===== config.mk =====
export PLATFORM = sky130hd
export DESIGN_NAME = integer_to_factoradic_core
export DESIGN_NICKNAME = d
export VERILOG_FILES = /design/src/hdl/ifd_pkg.sv /design/src/hdl/ifd_divider.sv /design/src/hdl/integer_to_factoradic_core.sv
export VERILOG_INCLUDE_DIRS = /design/src /design/src/hdl
export SDC_FILE = /design/constraint.sdc
export NUM_CORES = 1
export LEC_CHECK = 0
export BUFFER_PORTS_ARGS = -buffer_cell sky130_fd_sc_hd__buf_2
export CAP_MARGIN = 10
export CORE_ASPECT_RATIO = 0.8
export CORE_UTILIZATION = 55
export CTS_CLUSTER_SIZE = 20
export DETAILED_ROUTE_END_ITERATION = 16
export PLACE_DENSITY = 0.78
export SLEW_MARGIN = 10
export SYNTH_ARGS = -nofsm -noshare
export SYNTH_HDL_FRONTEND = slang
export SYNTH_SLANG_ARGS = --single-unit

===== constraint.sdc =====
create_clock -name clk -period 2.7 [get_ports clk]
set_input_delay 0.135 -clock clk [delete_from_list [all_inputs] [get_ports clk]]
set_output_delay 0.135 -clock clk [all_outputs]
set_load 0.02 [all_outputs]

===== src/hdl/assert_macros.svh =====
// Assertion helper macros shared by the factoradic converter RTL.
// Depends on nothing; the including module must provide clk and arst_n.
`ifndef ASSERT_MACROS_SVH
`define ASSERT_MACROS_SVH

// Clocked check, disabled while reset is asserted.
`define IFD_ASSERT(lbl, prop, msg) \
	lbl: assert property (@(posedge clk) disable iff (!arst_n) prop) else $error(msg);

// Clocked check that also runs during reset.
`define IFD_ASSERT_ALWAYS(lbl, prop, msg) \
	lbl: assert property (@(posedge clk) prop) else $error(msg);

`endif


===== src/hdl/ifd_pkg.sv =====
// Shared types and constants for the integer-to-factoradic converter.
// No dependencies.
package ifd_pkg;

	localparam int VALUE_W = 32;
	localparam int DIGIT_W = 4;
	localparam int TLEN_W  = 5;
	localparam int RADIX_W = 5;
	localparam int CNT_W   = $clog2(VALUE_W);

	// digit count limit: MAX_DIGITS capped by the width of the position field
	localparam int MAX_DIGITS = 16;
	localparam int POS_LIMIT  = (MAX_DIGITS < (1 << DIGIT_W)) ? MAX_DIGITS : (1 << DIGIT_W);

	localparam logic [TLEN_W-1:0] TLEN_RESET = TLEN_W'(13);
	localparam logic [TLEN_W-1:0] TLEN_LIMIT = TLEN_W'(POS_LIMIT);

	typedef struct packed {
		logic load;   // take a new dividend
		logic start;  // begin a serial divide of the held dividend
	} ifd_div_ctl_t;

	typedef struct packed {
		logic busy;
		logic done;   // one-cycle pulse, quotient and remainder valid
	} ifd_div_sts_t;

endpackage


===== src/hdl/ifd_divider.sv =====
// Bit-serial restoring divider: 32-bit dividend by a 5-bit radix, one bit per cycle
// when neither load nor start is set. Depends on ifd_pkg and assert_macros.svh.
`include "assert_macros.svh"

module ifd_divider (
	input  logic                          clk,
	input  logic                          arst_n,
	input  ifd_pkg::ifd_div_ctl_t         ctl,
	input  logic [ifd_pkg::VALUE_W-1:0]   value,
	input  logic [ifd_pkg::RADIX_W-1:0]   divisor,
	output ifd_pkg::ifd_div_sts_t         sts,
	output logic [ifd_pkg::VALUE_W-1:0]   quot,
	output logic [ifd_pkg::DIGIT_W-1:0]   rem
);
	import ifd_pkg::*;

	localparam logic [CNT_W-1:0] CNT_LAST = CNT_W'(VALUE_W - 1);

	logic [VALUE_W-1:0] q_q;
	logic [RADIX_W-1:0] rem_q;
	logic [RADIX_W-1:0] div_q;
	logic [CNT_W-1:0]   cnt_q;
	logic               busy_q;
	logic               done_q;

	logic [RADIX_W-1:0] trial;
	logic               fits;

	// remainder stays below the divisor, so its low bits plus the next dividend bit fit
	assign trial = {rem_q[RADIX_W-2:0], q_q[VALUE_W-1]};
	assign fits  = (trial >= div_q);

	always_ff @(posedge clk or negedge arst_n) begin
		if (!arst_n) begin
			q_q    <= '0;
			rem_q  <= '0;
			div_q  <= RADIX_W'(2);
			cnt_q  <= '0;
			busy_q <= 1'b0;
			done_q <= 1'b0;
		end else begin
			done_q <= busy_q && (cnt_q == CNT_LAST);
			if (ctl.load) begin
				q_q <= value;
			end else if (ctl.start) begin
				rem_q  <= '0;
				div_q  <= divisor;
				cnt_q  <= '0;
				busy_q <= 1'b1;
			end else if (busy_q) begin
				// shift one quotient bit in as the dividend bit shifts out
				q_q   <= {q_q[VALUE_W-2:0], fits};
				rem_q <= fits ? (trial - div_q) : trial;
				cnt_q <= cnt_q + CNT_W'(1);
				if (cnt_q == CNT_LAST) begin
					busy_q <= 1'b0;
				end
			end
		end
	end

	assign sts.busy = busy_q;
	assign sts.done = done_q;
	assign quot     = q_q;
	assign rem      = rem_q[DIGIT_W-1:0];

	`IFD_ASSERT(a_done_follows_busy, done_q |-> $past(busy_q), "divider done without a busy pass")
	`IFD_ASSERT(a_rem_below_div, done_q |-> (rem_q < div_q), "remainder not below divisor")

endmodule


===== src/hdl/integer_to_factoradic_core.sv =====
// Integer-to-factoradic converter: sequencer, output register and config register.
// Depends on ifd_pkg, ifd_divider and assert_macros.svh.
// Digit 0 is registered and valid in the cycle after a word is accepted; each later
// digit needs a serial divide while the running quotient is nonzero, and follows
// in the cycle after the take once it is zero. A new word is taken only in ST_IDLE,
// after the last digit. Reset: control cleared, table_length 13.
`include "assert_macros.svh"

module integer_to_factoradic_core (
	input  logic                          clk,
	input  logic                          arst_n,
	// configuration: table_length
	input  logic                          cfg_wen,
	input  logic [ifd_pkg::TLEN_W-1:0]    cfg_wdata,
	// input words
	input  logic                          in_valid,
	output logic                          in_stall,
	input  logic [ifd_pkg::VALUE_W-1:0]   value,
	// output words, one per digit
	output logic                          out_valid,
	input  logic                          out_stall,
	output logic [ifd_pkg::DIGIT_W-1:0]   digit,
	output logic [ifd_pkg::DIGIT_W-1:0]   position,
	output logic                          last
);
	import ifd_pkg::*;

	// Sequencer states:
	//   ST_IDLE  wait for a word
	//   ST_EMIT  output register holds a digit until the sink takes it
	//   ST_DIV   serial divider is producing the next digit
	typedef enum logic [2:0] {
		ST_IDLE = 3'b001,
		ST_EMIT = 3'b010,
		ST_DIV  = 3'b100
	} state_t;

	state_t               state_q;
	logic [TLEN_W-1:0]    tlen_q;
	logic [DIGIT_W-1:0]   pos_q;
	logic [DIGIT_W-1:0]   last_pos_q;
	logic [DIGIT_W-1:0]   digit_q;
	logic                 last_q;
	logic                 out_valid_q;

	ifd_div_ctl_t         div_ctl;
	ifd_div_sts_t         div_sts;
	logic [VALUE_W-1:0]   div_quot;
	logic [DIGIT_W-1:0]   div_rem;
	logic [RADIX_W-1:0]   divisor;

	logic [DIGIT_W-1:0]   last_pos;
	logic [DIGIT_W-1:0]   nxt_pos;
	logic                 nxt_last;
	logic                 quot_zero;
	logic                 in_take;
	logic                 out_take;

	// Highest position to emit: table length clamped to 1..POS_LIMIT, minus one.
	always_comb begin
		priority if (tlen_q == '0) begin
			last_pos = '0;
		end else if (tlen_q > TLEN_LIMIT) begin
			last_pos = DIGIT_W'(TLEN_LIMIT - TLEN_W'(1));
		end else begin
			last_pos = DIGIT_W'(tlen_q - TLEN_W'(1));
		end
	end

	assign in_stall  = (state_q != ST_IDLE);
	assign in_take   = in_valid && !in_stall;
	assign out_take  = out_valid_q && !out_stall;

	assign nxt_pos   = pos_q + DIGIT_W'(1);
	assign nxt_last  = (nxt_pos == last_pos_q);
	// once the quotient is exhausted every higher digit is zero: skip the divide
	assign quot_zero = (div_quot == '0);
	// digit at position k is the remainder by k+1, so the next radix is pos+2
	assign divisor   = RADIX_W'(pos_q) + RADIX_W'(2);

	assign div_ctl.load  = in_take;
	assign div_ctl.start = (state_q == ST_EMIT) && out_take && !last_q && !quot_zero;

	ifd_divider u_divider (
		.clk     (clk),
		.arst_n  (arst_n),
		.ctl     (div_ctl),
		.value   (value),
		.divisor (divisor),
		.sts     (div_sts),
		.quot    (div_quot),
		.rem     (div_rem)
	);

	always_ff @(posedge clk or negedge arst_n) begin
		if (!arst_n) begin
			state_q     <= ST_IDLE;
			tlen_q      <= TLEN_RESET;
			pos_q       <= '0;
			last_pos_q  <= '0;
			digit_q     <= '0;
			last_q      <= 1'b0;
			out_valid_q <= 1'b0;
		end else begin
			if (cfg_wen) begin
				tlen_q <= cfg_wdata;
			end
			unique case (state_q)
				ST_IDLE: begin
					// digit 0 is always zero: present it at once
					if (in_take) begin
						pos_q       <= '0;
						last_pos_q  <= last_pos;
						digit_q     <= '0;
						last_q      <= (last_pos == '0);
						out_valid_q <= 1'b1;
						state_q     <= ST_EMIT;
					end
				end
				ST_EMIT: begin
					if (out_take) begin
						priority if (last_q) begin
							// drop any leftover quotient
							out_valid_q <= 1'b0;
							state_q     <= ST_IDLE;
						end else if (quot_zero) begin
							pos_q   <= nxt_pos;
							digit_q <= '0;
							last_q  <= nxt_last;
						end else begin
							out_valid_q <= 1'b0;
							state_q     <= ST_DIV;
						end
					end
				end
				ST_DIV: begin
					// hold until the serial divide finishes, then advance one position
					if (div_sts.done) begin
						pos_q       <= nxt_pos;
						digit_q     <= div_rem;
						last_q      <= nxt_last;
						out_valid_q <= 1'b1;
						state_q     <= ST_EMIT;
					end
				end
				default: begin
					out_valid_q <= 1'b0;
					state_q     <= ST_IDLE;
				end
			endcase
		end
	end

	assign out_valid = out_valid_q;
	assign digit     = digit_q;
	assign position  = pos_q;
	assign last      = last_q;

	`IFD_ASSERT(a_digit_le_pos, out_valid_q |-> (digit_q <= pos_q), "digit exceeds its position")
	`IFD_ASSERT(a_busy_in_div, div_sts.busy |-> (state_q == ST_DIV), "divider busy outside divide state")
	`IFD_ASSERT(a_last_ends_item, (out_take && last_q) |=> !out_valid_q, "output after final digit")

endmodule

Yosys cells after proc, flatten, opt, wreduce, memory -nomap -nowiden
Cells that the tools add are included.
{ "word_totals": {"memories": 0, "latch_bits": 0, "reg_bits": 70, "romBits": 0, "ramBits": 0, "in_bits": 42} }
{ "op_classes": {"addsub": 5, "n_div": 0, "n_mux": 42, "n_shift": 0, "magnitude_cmp": 2, "multipliers": 0, "n_eq_ne": 13, "reduce_logical": 23, "n_bitwise": 1} }
{ "op_table": {"columns": ["cell", "n"], "rows": [
  ["32-bit 2-to-1 mux", 3],
  ["4-bit 2-to-1 mux", 14],
  ["32-bit logical NOT", 1],
  ["4-bit one-hot mux with 3 select lines", 2],
  ["3-bit 2-to-1 mux", 5],
  ["1-bit 2-to-1 mux", 13],
  ["5-bit 2-to-1 mux", 2],
  ["3-bit one-hot mux with 3 select lines", 1],
  ["2-bit inequality test, second input constant", 4],
  ["2-bit AND reduction", 4],
  ["4-bit AND reduction", 2],
  ["1-bit logical AND", 6],
  ["1-bit one-hot mux with 3 select lines", 2],
  ["6-bit AND reduction", 1],
  ["4-bit by 2-bit adder with 5-bit output, second input constant", 1],
  ["5-bit by 1-bit adder with 5-bit output, second input constant", 1],
  ["5-bit == test, second input constant", 1],
  ["5-bit >= comparator", 1],
  ["5-bit greater-than comparator, second input constant", 1],
  ["5-bit logical NOT", 1],
  ["4-bit by 1-bit adder with 4-bit output, second input constant", 1],
  ["4-bit == test", 1],
  ["1-bit logical NOT", 4],
  ["4-bit logical NOT", 1],
  ["11 further kinds", 13]
]} }

Logic depth before layout (Yosys ltp)
Gate-level depths: netlist of run 1.
{ "depth": {"depth_word": 7, "depth_mapped": 9} }

Modules after synthesis
Synthesis of run 1 repeated with hierarchy kept, for this count alone.
{ "unflattened": {"hier_cells": 382, "hier_area_um2": 3836.2} }
{ "modules_own_cells": {"columns": ["mod", "n_inst", "cells_per_inst", "area_each_um2"], "rows": [
  ["ifd_divider", 1, 225, 2386.0],
  ["integer_to_factoradic_core", 1, 157, 1450.1]
]} }

Least setup slack after synthesis of run 1
Ideal clock, no wire load.
{ "synth_path": {"path_type": "register -> register", "from": "register u_divider.div_q[1]", "to": "register u_divider.rem_q[1]", "stages_incl_launch_ff": 8, "period_less_slack_ps": 2003, "path_slack_ps": 697, "t_required_ps": 2606, "t_arrival_ps": 1909, "path_buffers": 0, "cell_sequence": "dfstp_2 -> inv_1 -> ha_1 -> a21o_1 -> a21oi_1 -> o21ai_1 -> mux2_2 -> a211oi_1"} }
{ "synth_between": {"elab_chain_cells": 4} }
{ "synth_rtl": {"columns": ["item", "line", "source"], "rows": [
  ["from (decl)", "ifd_divider.sv:21", "logic [RADIX_W-1:0] div_q;"],
  ["from (signal assigned)", "ifd_divider.sv:47", "div_q <= divisor;"],
  ["4-bit subtractor / 5-bit >= comparator (equally long branches)", "ifd_divider.sv:53, ifd_divider.sv:31", null],
  ["4-bit 2-to-1 mux (*)", "ifd_divider.sv:53", "rem_q <= fits ? (trial - div_q) : trial;"],
  ["4-bit 2-to-1 mux (*)", "ifd_divider.sv:50", "end else if (busy_q) begin"],
  ["4-bit 2-to-1 mux (*)", "ifd_divider.sv:45", "end else if (ctl.start) begin"],
  ["to (signal assigned)", "ifd_divider.sv:53", null],
  ["to (decl)", "ifd_divider.sv:20", "logic [RADIX_W-1:0] rem_q;"]
]} }
Mark *: on every way between the ends. The rest lies on a longest branch, timed or not. The select of a mux whose other input is x is not followed.
A chain may end at the register's enable or synchronous reset.

Worst setup path in the final report of run 1
{ "layout_path": {"from": "register state_q[0]", "to": "register pos_q[3], in the netlist position[3]"} }
{ "layout_between": {"elab_chain_cells": 5} }
{ "layout_rtl": {"columns": ["item", "line", "source"], "rows": [
  ["from (decl)", "integer_to_factoradic_core.sv:38", "state_t state_q;"],
  ["from (signal assigned)", "integer_to_factoradic_core.sv:97", "state_q <= ST_IDLE;"],
  ["from (signal assigned)", "integer_to_factoradic_core.sv:117", "state_q <= ST_EMIT;"],
  ["from (signal assigned)", "integer_to_factoradic_core.sv:125", "state_q <= ST_IDLE;"],
  ["3-bit by 1-bit inequality test with 1-bit output", "integer_to_factoradic_core.sv:70", "assign in_stall = (state_q != ST_IDLE);"],
  ["1-bit logical NOT", "integer_to_factoradic_core.sv:71", "assign in_take = in_valid && !in_stall;"],
  ["1-bit logical AND", "integer_to_factoradic_core.sv:71", null],
  ["2-bit inequality test (no source line)", null, null],
  ["6-bit AND reduction (no source line)", null, null],
  ["to (signal assigned)", "integer_to_factoradic_core.sv:127", "pos_q <= nxt_pos;"],
  ["to (signal assigned)", "integer_to_factoradic_core.sv:139", "pos_q <= nxt_pos;"],
  ["to (decl)", "integer_to_factoradic_core.sv:40", "logic [DIGIT_W-1:0] pos_q;"]
]} }
Several ways; a longest one is shown, not always the timed one.

==> impl_metrics.toml, run 1 <==
[status]
status = "finished clean"

[worst_setup_path]
critPathKind = "flip-flop to flip-flop"
worstSetupStartpoint = "state_q[0]"
startpoint_type = "flip-flop"
r2r_slack_ps = 330
cp_max_fo = 15
critPathCaptureType = "flip-flop"
r2r_end = "position[3]"
regToRegStartpoint = "state_q[0]"
crit_path_end = "position[3]"
reg2regPathDepth = 6
required_ps = 2930
cp.arrival_ps = 2600

[drt]
drt-vias-per-instance = 5.40
wl_mm = 7.93
detail-route-antenna-nets = 0
drt_first_pass_iters = 4
num_vias = 2890
drc_errors = 0
first_iter_violations = 142
routedWlPerCell_um = 14.8

[pwr]
leakagePower_nw = 2.04
p_switching_mw = 2.03
vdd_ir_drop_max_uv = 695
p_int_mw = 3.03
sw_frac_of_total = 0.402
p_clk_frac = 0.165
p_per_area_nw_per_um2 = 1160
seq_power_share = 0.383
p_comb_frac = 0.452
power_mw = 5.07

[floorplan]
dieWidth_um = 93.5
die_h_um = 75.2
io_pins = 53
core_area_um2 = 6410
rows = 26
die_area_um2 = 7020
initial_core_util = 0.574

[synth]
async_flop_share = 1.00
synth_ff_type = "dfrtp_1"
synth_top_family_by_area = "simple AND/OR/NAND/NOR gates"
postSynthCellCount = 375
seq_area_frac_synth = 0.478
synthesis.area_um2 = 3680
avgSynthCellArea_um2 = 9.81
syn_nets = 428
synth_area_leader_cell = "dfrtp_1"
ys_ff_latch = 70
synthDistinctLibCells = 46
synth_top_area_frac = 0.442
synth-adder-area-share = 0.0449
muxShareOfSynthArea = 0.107
synth.area.top_cells = "dfrtp_1 44%, mux2i_1 9.8%, nand2_1 6.4%"
yosys.area_share.simple = 0.156
synth_edf_count = 0
synthXorXnorAreaFrac = 0.0333
yosys_warnings = 0
synth-compound-area-share = 0.125

[clock_tree]
cts_tree = "done"
path_clk_slew_ps = 70
insertion_delay_ps = 340
cts_resized = 0
cts-root-buf = "clkbuf_8"
htreeDepth = 3
clkSinkCount = 70
cts_buffers = 9
clockBufferDepth = 2
postCtsSetupRepairBufs = 0

[final_layout]
diodes = 0
area_delta_synth_final_pct = 19.1
mostFrequentLayoutCells = "65 x dfrtp_1, 63 x nand2_1, 52 x buf_2"
nNetsFinal = 499
drive_above_1_share = 0.188
final_common_cell = "dfrtp_1"

[global_routing]
grt_util_all_layers = 0.249
grt_pass1_vias = 2739
grt_antenna_before_repair = 0
grt_overflow = 0
grt_max_degree = 67
grt_pass1_wl_mm = 13.1

[timing]
setup_violations = 0
final.setup.tns_ps = 0
worst_slew_pin_slew_ps = 860
rsz0062_at_grt = "false"
setup_slack_ps = 333
finalHoldViolations = 0
fmax_mhz = 423
clock_skew_ps = 9.71
period_share = 0.877
slew_headroom = 0.425
finalCriticalPeriod_ps = 2370
slew_violations = 0
timing.hold.ws_ps = 6.76

[place]
gp_congestion = 0.871
post-place-ws_ps = 348
hpwl_mm = 5.36
portBuffers = 52

[min_path]
hp-class = "input pin to flip-flop"

[job]
max-cap-violations = 0
how the worst min path moves through the flow:
stage,from,endpoint,slack [ps],cells past startpoint
4_1_cts,value[21],u_divider.quot[21],0.04,3
5_1_grt,value[5],u_divider.quot[5],2,3
3_5_place_dp,arst_n,u_divider.quot[12],150,1
2_1_floorplan,arst_n,digit[0],-160,0
3_3_place_gp,arst_n,u_divider.quot[12],150,1
6_report,value[21],u_divider.quot[21],7,3
area by class of cell:
cell class / instances / area, µm²
well taps: 84 / 105
repair buffers: 80 / 553
multi-input cells: 270 / 1720
inverters: 15 / 56.3
clock inverters: 4 / 47.5
flip-flops and latches: 70 / 1760
fillers: 508 / 2020
clock buffers: 12 / 145
kinds of logic after synthesis:
family / after synthesis
multiplexers: 39
buffers and inverters: 35
AO/OA/AOI/OAI: 81
adder cells (fa/ha/maj): 13
XOR/XNOR: 14
AND/OR/NAND/NOR: 123
flip-flops: 70
state kept, by name (all words and copies together), names as in the netlist, 3 cells and up:
signal and cells:
u_divider.cnt_q 5, state_q 3, position 4, u_divider.rem_q 4, digit 4, last_pos_q 4
u_divider.div_q 5, tlen_q 5, u_divider.quot 32
per-layer routing:
| layer | part of all wire | wire length [µm] | track usage | vias to the layer above |
|---|---|---|---|---|
| met4 | 0.010 | 81 | 0.0632 | 0 |
| met2 | 0.46 | 3620 | 0.388 | 65 |
| met5 | 0 | 0 | 0 | - |
| li1 | - | - | - | 1448 |
| met1 | 0.49 | 3920 | 0.345 | 1370 |
| met3 | 0.039 | 309 | 0.0727 | 7 |
power groups by stage:
| stage | registers [mW] | logic [mW] | clock network, mW |
|---|---|---|---|
| finish | 1.94 | 2.29 | 0.836 |
| global route | 2.00 | 2.58 | 0.903 |
| CTS | 1.93 | 2.29 | 0.861 |
| detailed placement | 1.95 | 2.25 | 0 |
| global placement | 1.92 | 2.17 | 0 |
| floorplan | 1.86 | 1.90 | 0 |
worst max-delay path, cell delays in order (launching register included):
cell	delay [ps]
dfstp_2	600
nor3b_1	220
a31oi_1	70
o22ai_1	460
o21bai_1	480
o21ai_0	200
a22o_1	230
repair_timing:
action,4_1_cts,5_1_grt
setup endpoints to repair,0,0
hold endpoints to repair,41,2
hold buffers,21,2
cell usage after synthesis (all sizes together), types with 8 or more instances:
library cell  count
dfrtp            65
buf              12
nor2             21
nand2            63
clkbuf            8
mux2i            36
inv              15
o21ai            54
ha               10
xnor2             9
nor4              9
through the flow:
step | util | std cells | instance area, µm²
CTS | 0.681 | 533 | 4360
global placement | 0.618 | 496 | 3960
detailed placement | 0.618 | 496 | 3960
floorplan | - | 375 | 3680
global route | 0.684 | 535 | 4380
finish | 0.684 | 535 | 4380
Power figures use the tool's default switching activity.
==> run 2, diff against run 1 <==
--- a/config.mk
+++ b/config.mk
@@ -10,8 +10,8 @@
 export CAP_MARGIN = 10
 export CORE_ASPECT_RATIO = 0.8
-export CORE_UTILIZATION = 55
+export CORE_UTILIZATION = 40
 export CTS_CLUSTER_SIZE = 20
 export DETAILED_ROUTE_END_ITERATION = 16
-export PLACE_DENSITY = 0.78
+export PLACE_DENSITY = 0.6
 export SLEW_MARGIN = 10
 export SYNTH_ARGS = -nofsm -noshare
==> constraint.sdc (replaced) <==
create_clock -name clk -period 2.7 [get_ports clk]
set_input_delay 0.405 -clock clk [delete_from_list [all_inputs] [get_ports clk]]
set_output_delay 0.405 -clock clk [all_outputs]
set_load 0.02 [all_outputs]
==> impl_metrics.toml, run 2 (synthesized netlist as in run 1, its figures left out) <==
[floorplan]
die_area_um2 = 9590
io_pins = 53
core_area_um2 = 8710
rows = 30
initial_core_util = 0.423
die_h_um = 87.8
dieWidth_um = 109

[clock_tree]
clkSinkCount = 70
path_clk_slew_ps = 60
cts_resized = 0
cts_tree = "done"
cts_buffers = 9
ctsHoldBuffers = 0
postCtsSetupRepairBufs = 0
cts-root-buf = "clkbuf_16"
insertion_delay_ps = 330
clockBufferDepth = 2
htreeDepth = 3

[drt]
drc_errors = 0
routedWlPerCell_um = 13.9
first_iter_violations = 151
drt-vias-per-instance = 5.07
wl_mm = 7.51
num_vias = 2735
drt_first_pass_iters = 5
detail-route-antenna-nets = 0

[timing]
setup_violations = 0
slew_headroom = 0.432
period_share = 0.869
final.setup.tns_ps = 0
clock_skew_ps = 7.08
finalHoldViolations = 0
rsz0062_at_grt = "false"
slew_violations = 0
worst_slew_pin_slew_ps = 851
fmax_mhz = 426
finalCriticalPeriod_ps = 2350

[global_routing]
grt_pass1_vias = 2606
grt_max_degree = 71
grt_antenna_before_repair = 0
grt_overflow = 0
grt_pass1_wl_mm = 12.8
grt_util_all_layers = 0.173

[pwr]
leakagePower_nw = 2.00
vdd_ir_drop_max_uv = 500
p_clk_frac = 0.231
p_int_mw = 3.37
p_comb_frac = 0.412
p_switching_mw = 2.06
seq_power_share = 0.357
p_per_area_nw_per_um2 = 1260
sw_frac_of_total = 0.379

[final_layout]
design_area_um2 = 4320
area_delta_synth_final_pct = 17.3
final_common_cell = "dfrtp_1"
mostFrequentLayoutCells = "65 x dfrtp_1, 63 x nand2_1, 52 x buf_2"
nNetsFinal = 475
diodes = 0
drive_above_1_share = 0.199
largest_register_ffs = 32

[worst_setup_path]
critPathCaptureType = "flip-flop"
cp_max_fo = 15
critPathKind = "flip-flop to flip-flop"
required_ps = 2920
startpoint_type = "flip-flop"
cp.arrival_ps = 2560

[place]
placed_area_um2 = 4000
portBuffers = 52
gp_congestion = 0.834
hpwl_mm = 5.26

[status]
status = "finished clean"

[min_path]
hp-class = "input pin to asynchronous set/reset pin"

[job]
max-cap-violations = 0
run 2: changes by cell type in the layout (fill, tap and decap cells not counted):
cell / previous run / this run
clkbuf_16: 0 / 9
dlygate4sd3_1: 23 / 0
buf_12: 2 / 3
clkbuf_1: 2 / 1
bufinv_16: 1 / 2
clkbuf_8: 10 / 0
buf_4: 3 / 1
clkinv_4: 0 / 1
run 2: final timing paths:
path | endpoint | startpoint | slack (ps) | cells after the start
min reg2reg | digit[0] | digit[0] | 500 | 2
min in group clk | tlen_q[1] | cfg_wdata[1] | 280 | 3
max reg2reg | position[3] | state_q[0] | 350 | 6
min | u_divider.quot[25] | arst_n | 90 | 2
max in group asynchronous | tlen_q[0] | arst_n | 2270 | 2
max | position[3] | state_q[0] | 350 | 6
run 2: through the flow:
step	hold WS [ps]	power (mW)	setup WS, ps	util	cells
3_3_place_gp	464	4.12	454	0.459	523
5_1_grt	117	5.87	87.3	0.496	539
6_report	88.3	5.43	353	0.496	539
3_5_place_dp	463	4.20	388	0.459	523
2_1_floorplan	109	3.76	697	-	375
4_1_cts	113	5.48	372	0.496	539
run 2: area by class of cell:
class	count	area (µm²)
multi-input combinational	270	1720
sequential	70	1760
clock buffer	10	229
inverter	15	56.3
timing repair buffer	56	328
tap	112	140
fill	826	4390
clock inverter	6	86.3
run 2: critical path, cell delays in order (launching register included):
cell and delay, ps:
dfstp_2 600, nor3b_1 220, a31oi_1 70, o22ai_1 450
o21bai_1 470, o21ai_0 200, a22o_1 230
run 2: power groups by stage:
stage | clock (mW) | combinational [mW] | sequential (mW)
floorplan | 0 | 1.90 | 1.86
global placement | 0 | 2.19 | 1.93
detailed placement | 0 | 2.25 | 1.95
CTS | 1.28 | 2.27 | 1.93
global route | 1.33 | 2.54 | 2.01
finish | 1.25 | 2.23 | 1.94
run 2: routing by layer:
metal	vias up	part of all wire	track usage
met4	0	0.0084	0.0327
li1	1412	-	-
met1	1269	0.53	0.266
met5	-	0	0
met3	5	0.052	0.0536
met2	49	0.41	0.240
==> run 3, diff against run 2 <==
==> constraint.sdc (replaced) <==
create_clock -name clk -period 2.7 [get_ports clk]
set_input_delay 0.27 -clock clk [delete_from_list [all_inputs] [get_ports clk]]
set_output_delay 0.27 -clock clk [all_outputs]
set_load 0.02 [all_outputs]
==> impl_metrics.toml, run 3 (synthesized netlist as in run 1, its figures left out) <==
[drt]
first_iter_violations = 147
drc_errors = 0
dr_wl_met3_um = 337
num_vias = 2766
detail-route-antenna-nets = 0
drt-vias-per-instance = 5.12
detailroute.wirelength.met2_mm = 3.07
wl_mm = 7.85
top_layer = "met4"
m1WireLength_mm = 4.36
drt_first_pass_iters = 4
routedWlPerCell_um = 14.5

[worst_setup_path]
critPathTopFamily = "simple AND/OR/NAND/NOR gates"
path_buf_inv = 1
cp_max_fo = 25
worst_path_max_delay_cell = "or4b_4"
startpoint_type = "flip-flop"
cp.arrival_ps = 2480
required_ps = 2910
critPathCaptureType = "flip-flop"
max_stage_delay_ps = 590
critPathKind = "flip-flop to flip-flop"
cp_cell_sequence = "or4b_4 > nor2_2 > o21a_1 > nand2b_2 > buf_12 > mux2i_1 > o21ai_1"

[place]
hpwl_mm = 5.34
post-place-ws_ps = 392
portBuffers = 52
gp_congestion = 0.758

[final_layout]
largest_register_ffs = 32
area_delta_synth_final_pct = 17.9
nNetsFinal = 476
fill_cells = 853
diodes = 0
final_common_cell = "dfrtp_1"
mostFrequentLayoutCells = "65 x dfrtp_1, 63 x nand2_1, 52 x buf_2"
drive_above_1_share = 0.201

[timing]
final.setup.tns_ps = 0
rsz0062_at_grt = "false"
fmax_mhz = 440
finalHoldViolations = 0
period_share = 0.842
finalCriticalPeriod_ps = 2270
clock_skew_ps = 6.47
slew_violations = 0
setup_violations = 0
worst_slew_pin_slew_ps = 866
slew_headroom = 0.420
setup_slack_ps = 428

[clock_tree]
clkSinkCount = 70
cts-root-buf = "clkbuf_16"
htreeDepth = 3
postCtsSetupRepairBufs = 0
cts_tree = "done"
cts_buffers = 9
clockBufferDepth = 2
path_clk_slew_ps = 60
insertion_delay_ps = 330

[global_routing]
grt_max_degree = 71
grt_pass1_vias = 2610
grt_pass1_wl_mm = 13.2
grt_antenna_before_repair = 0
grt_overflow = 0
grt_util_all_layers = 0.182

[pwr]
vdd_ir_drop_max_uv = 732
power_mw = 5.45
sw_frac_of_total = 0.380
p_comb_frac = 0.413
seq_power_share = 0.357
leakagePower_nw = 2.01
p_per_area_nw_per_um2 = 1260
p_clk_frac = 0.229
p_int_mw = 3.38
p_switching_mw = 2.07

[floorplan]
core_area_um2 = 8710
rows = 30
initial_core_util = 0.423
die_area_um2 = 9590
dieWidth_um = 109
io_pins = 53
die_h_um = 87.8

[job]
max-cap-violations = 0

[status]
status = "finished clean"

[min_path]
hp-class = "input pin to flip-flop"
==> run 3: repair_timing <==
item / CTS / global route
resized for setup: 0 / 1
endpoints found under the hold margin: 65 / 0
hold buffers: 1 / 0
endpoints found under the setup margin: 0 / 1
==> run 3: layout make-up <==
class	count	area (µm²)	share of cell area
clock buffers	14	284	0.0655
flip-flops and latches	70	1760	0.405
repair buffers	57	338	0.0779
inverters	15	56.3	0.0130
well taps	112	140	0.0323
multi-input cells	270	1720	0.397
clock inverters	2	37.5	0.00866
==> run 3: worst register-to-register path, stage by stage, from the launching register on <==
cell and delay (ps):
dfrtp_1 490, or4b_4 590, nor2_2 90, o21a_1 130, nand2b_2 280, buf_12 250
mux2i_1 230, o21ai_1 80
==> run 3: power by group through the flow <==
stage / clock network, mW / registers (mW) / logic (mW)
2_1_floorplan: 0 / 1.86 / 1.90
3_3_place_gp: 0 / 1.95 / 2.18
3_5_place_dp: 0 / 1.95 / 2.24
4_1_cts: 1.28 / 1.94 / 2.25
5_1_grt: 1.34 / 2.02 / 2.55
6_report: 1.25 / 1.95 / 2.25
==> run 3: metrics by stage <==
step	utilization	cell area, µm²	hold slack (ps)	instances
finish	0.498	4340	139	540
global route	0.498	4340	133	540
CTS	0.498	4330	131	540
detailed placement	0.459	4000	332	523
floorplan	-	3680	-25.6	375
global placement	0.459	4000	332	523
==> run 3: layer usage <==
layer / vias up / global-route usage
met1: 1297 / 0.279
met5: - / 0
li1: 1408 / -
met2: 55 / 0.240
met3: 6 / 0.0588
met4: 0 / 0.0582
==> run 3: path summary, 6_finish.rpt <==
kind,startpoint,end,slack (ps),depth (start not counted)
max,state_q[2],u_divider.quot[25],430,7
min in group asynchronous,arst_n,u_divider.quot[23],490,3
min,cfg_wdata[3],tlen_q[3],140,3
max reg2reg,state_q[2],u_divider.quot[25],430,7
min reg2reg,digit[0],digit[0],510,2
max in group asynchronous,arst_n,tlen_q[3],1860,3
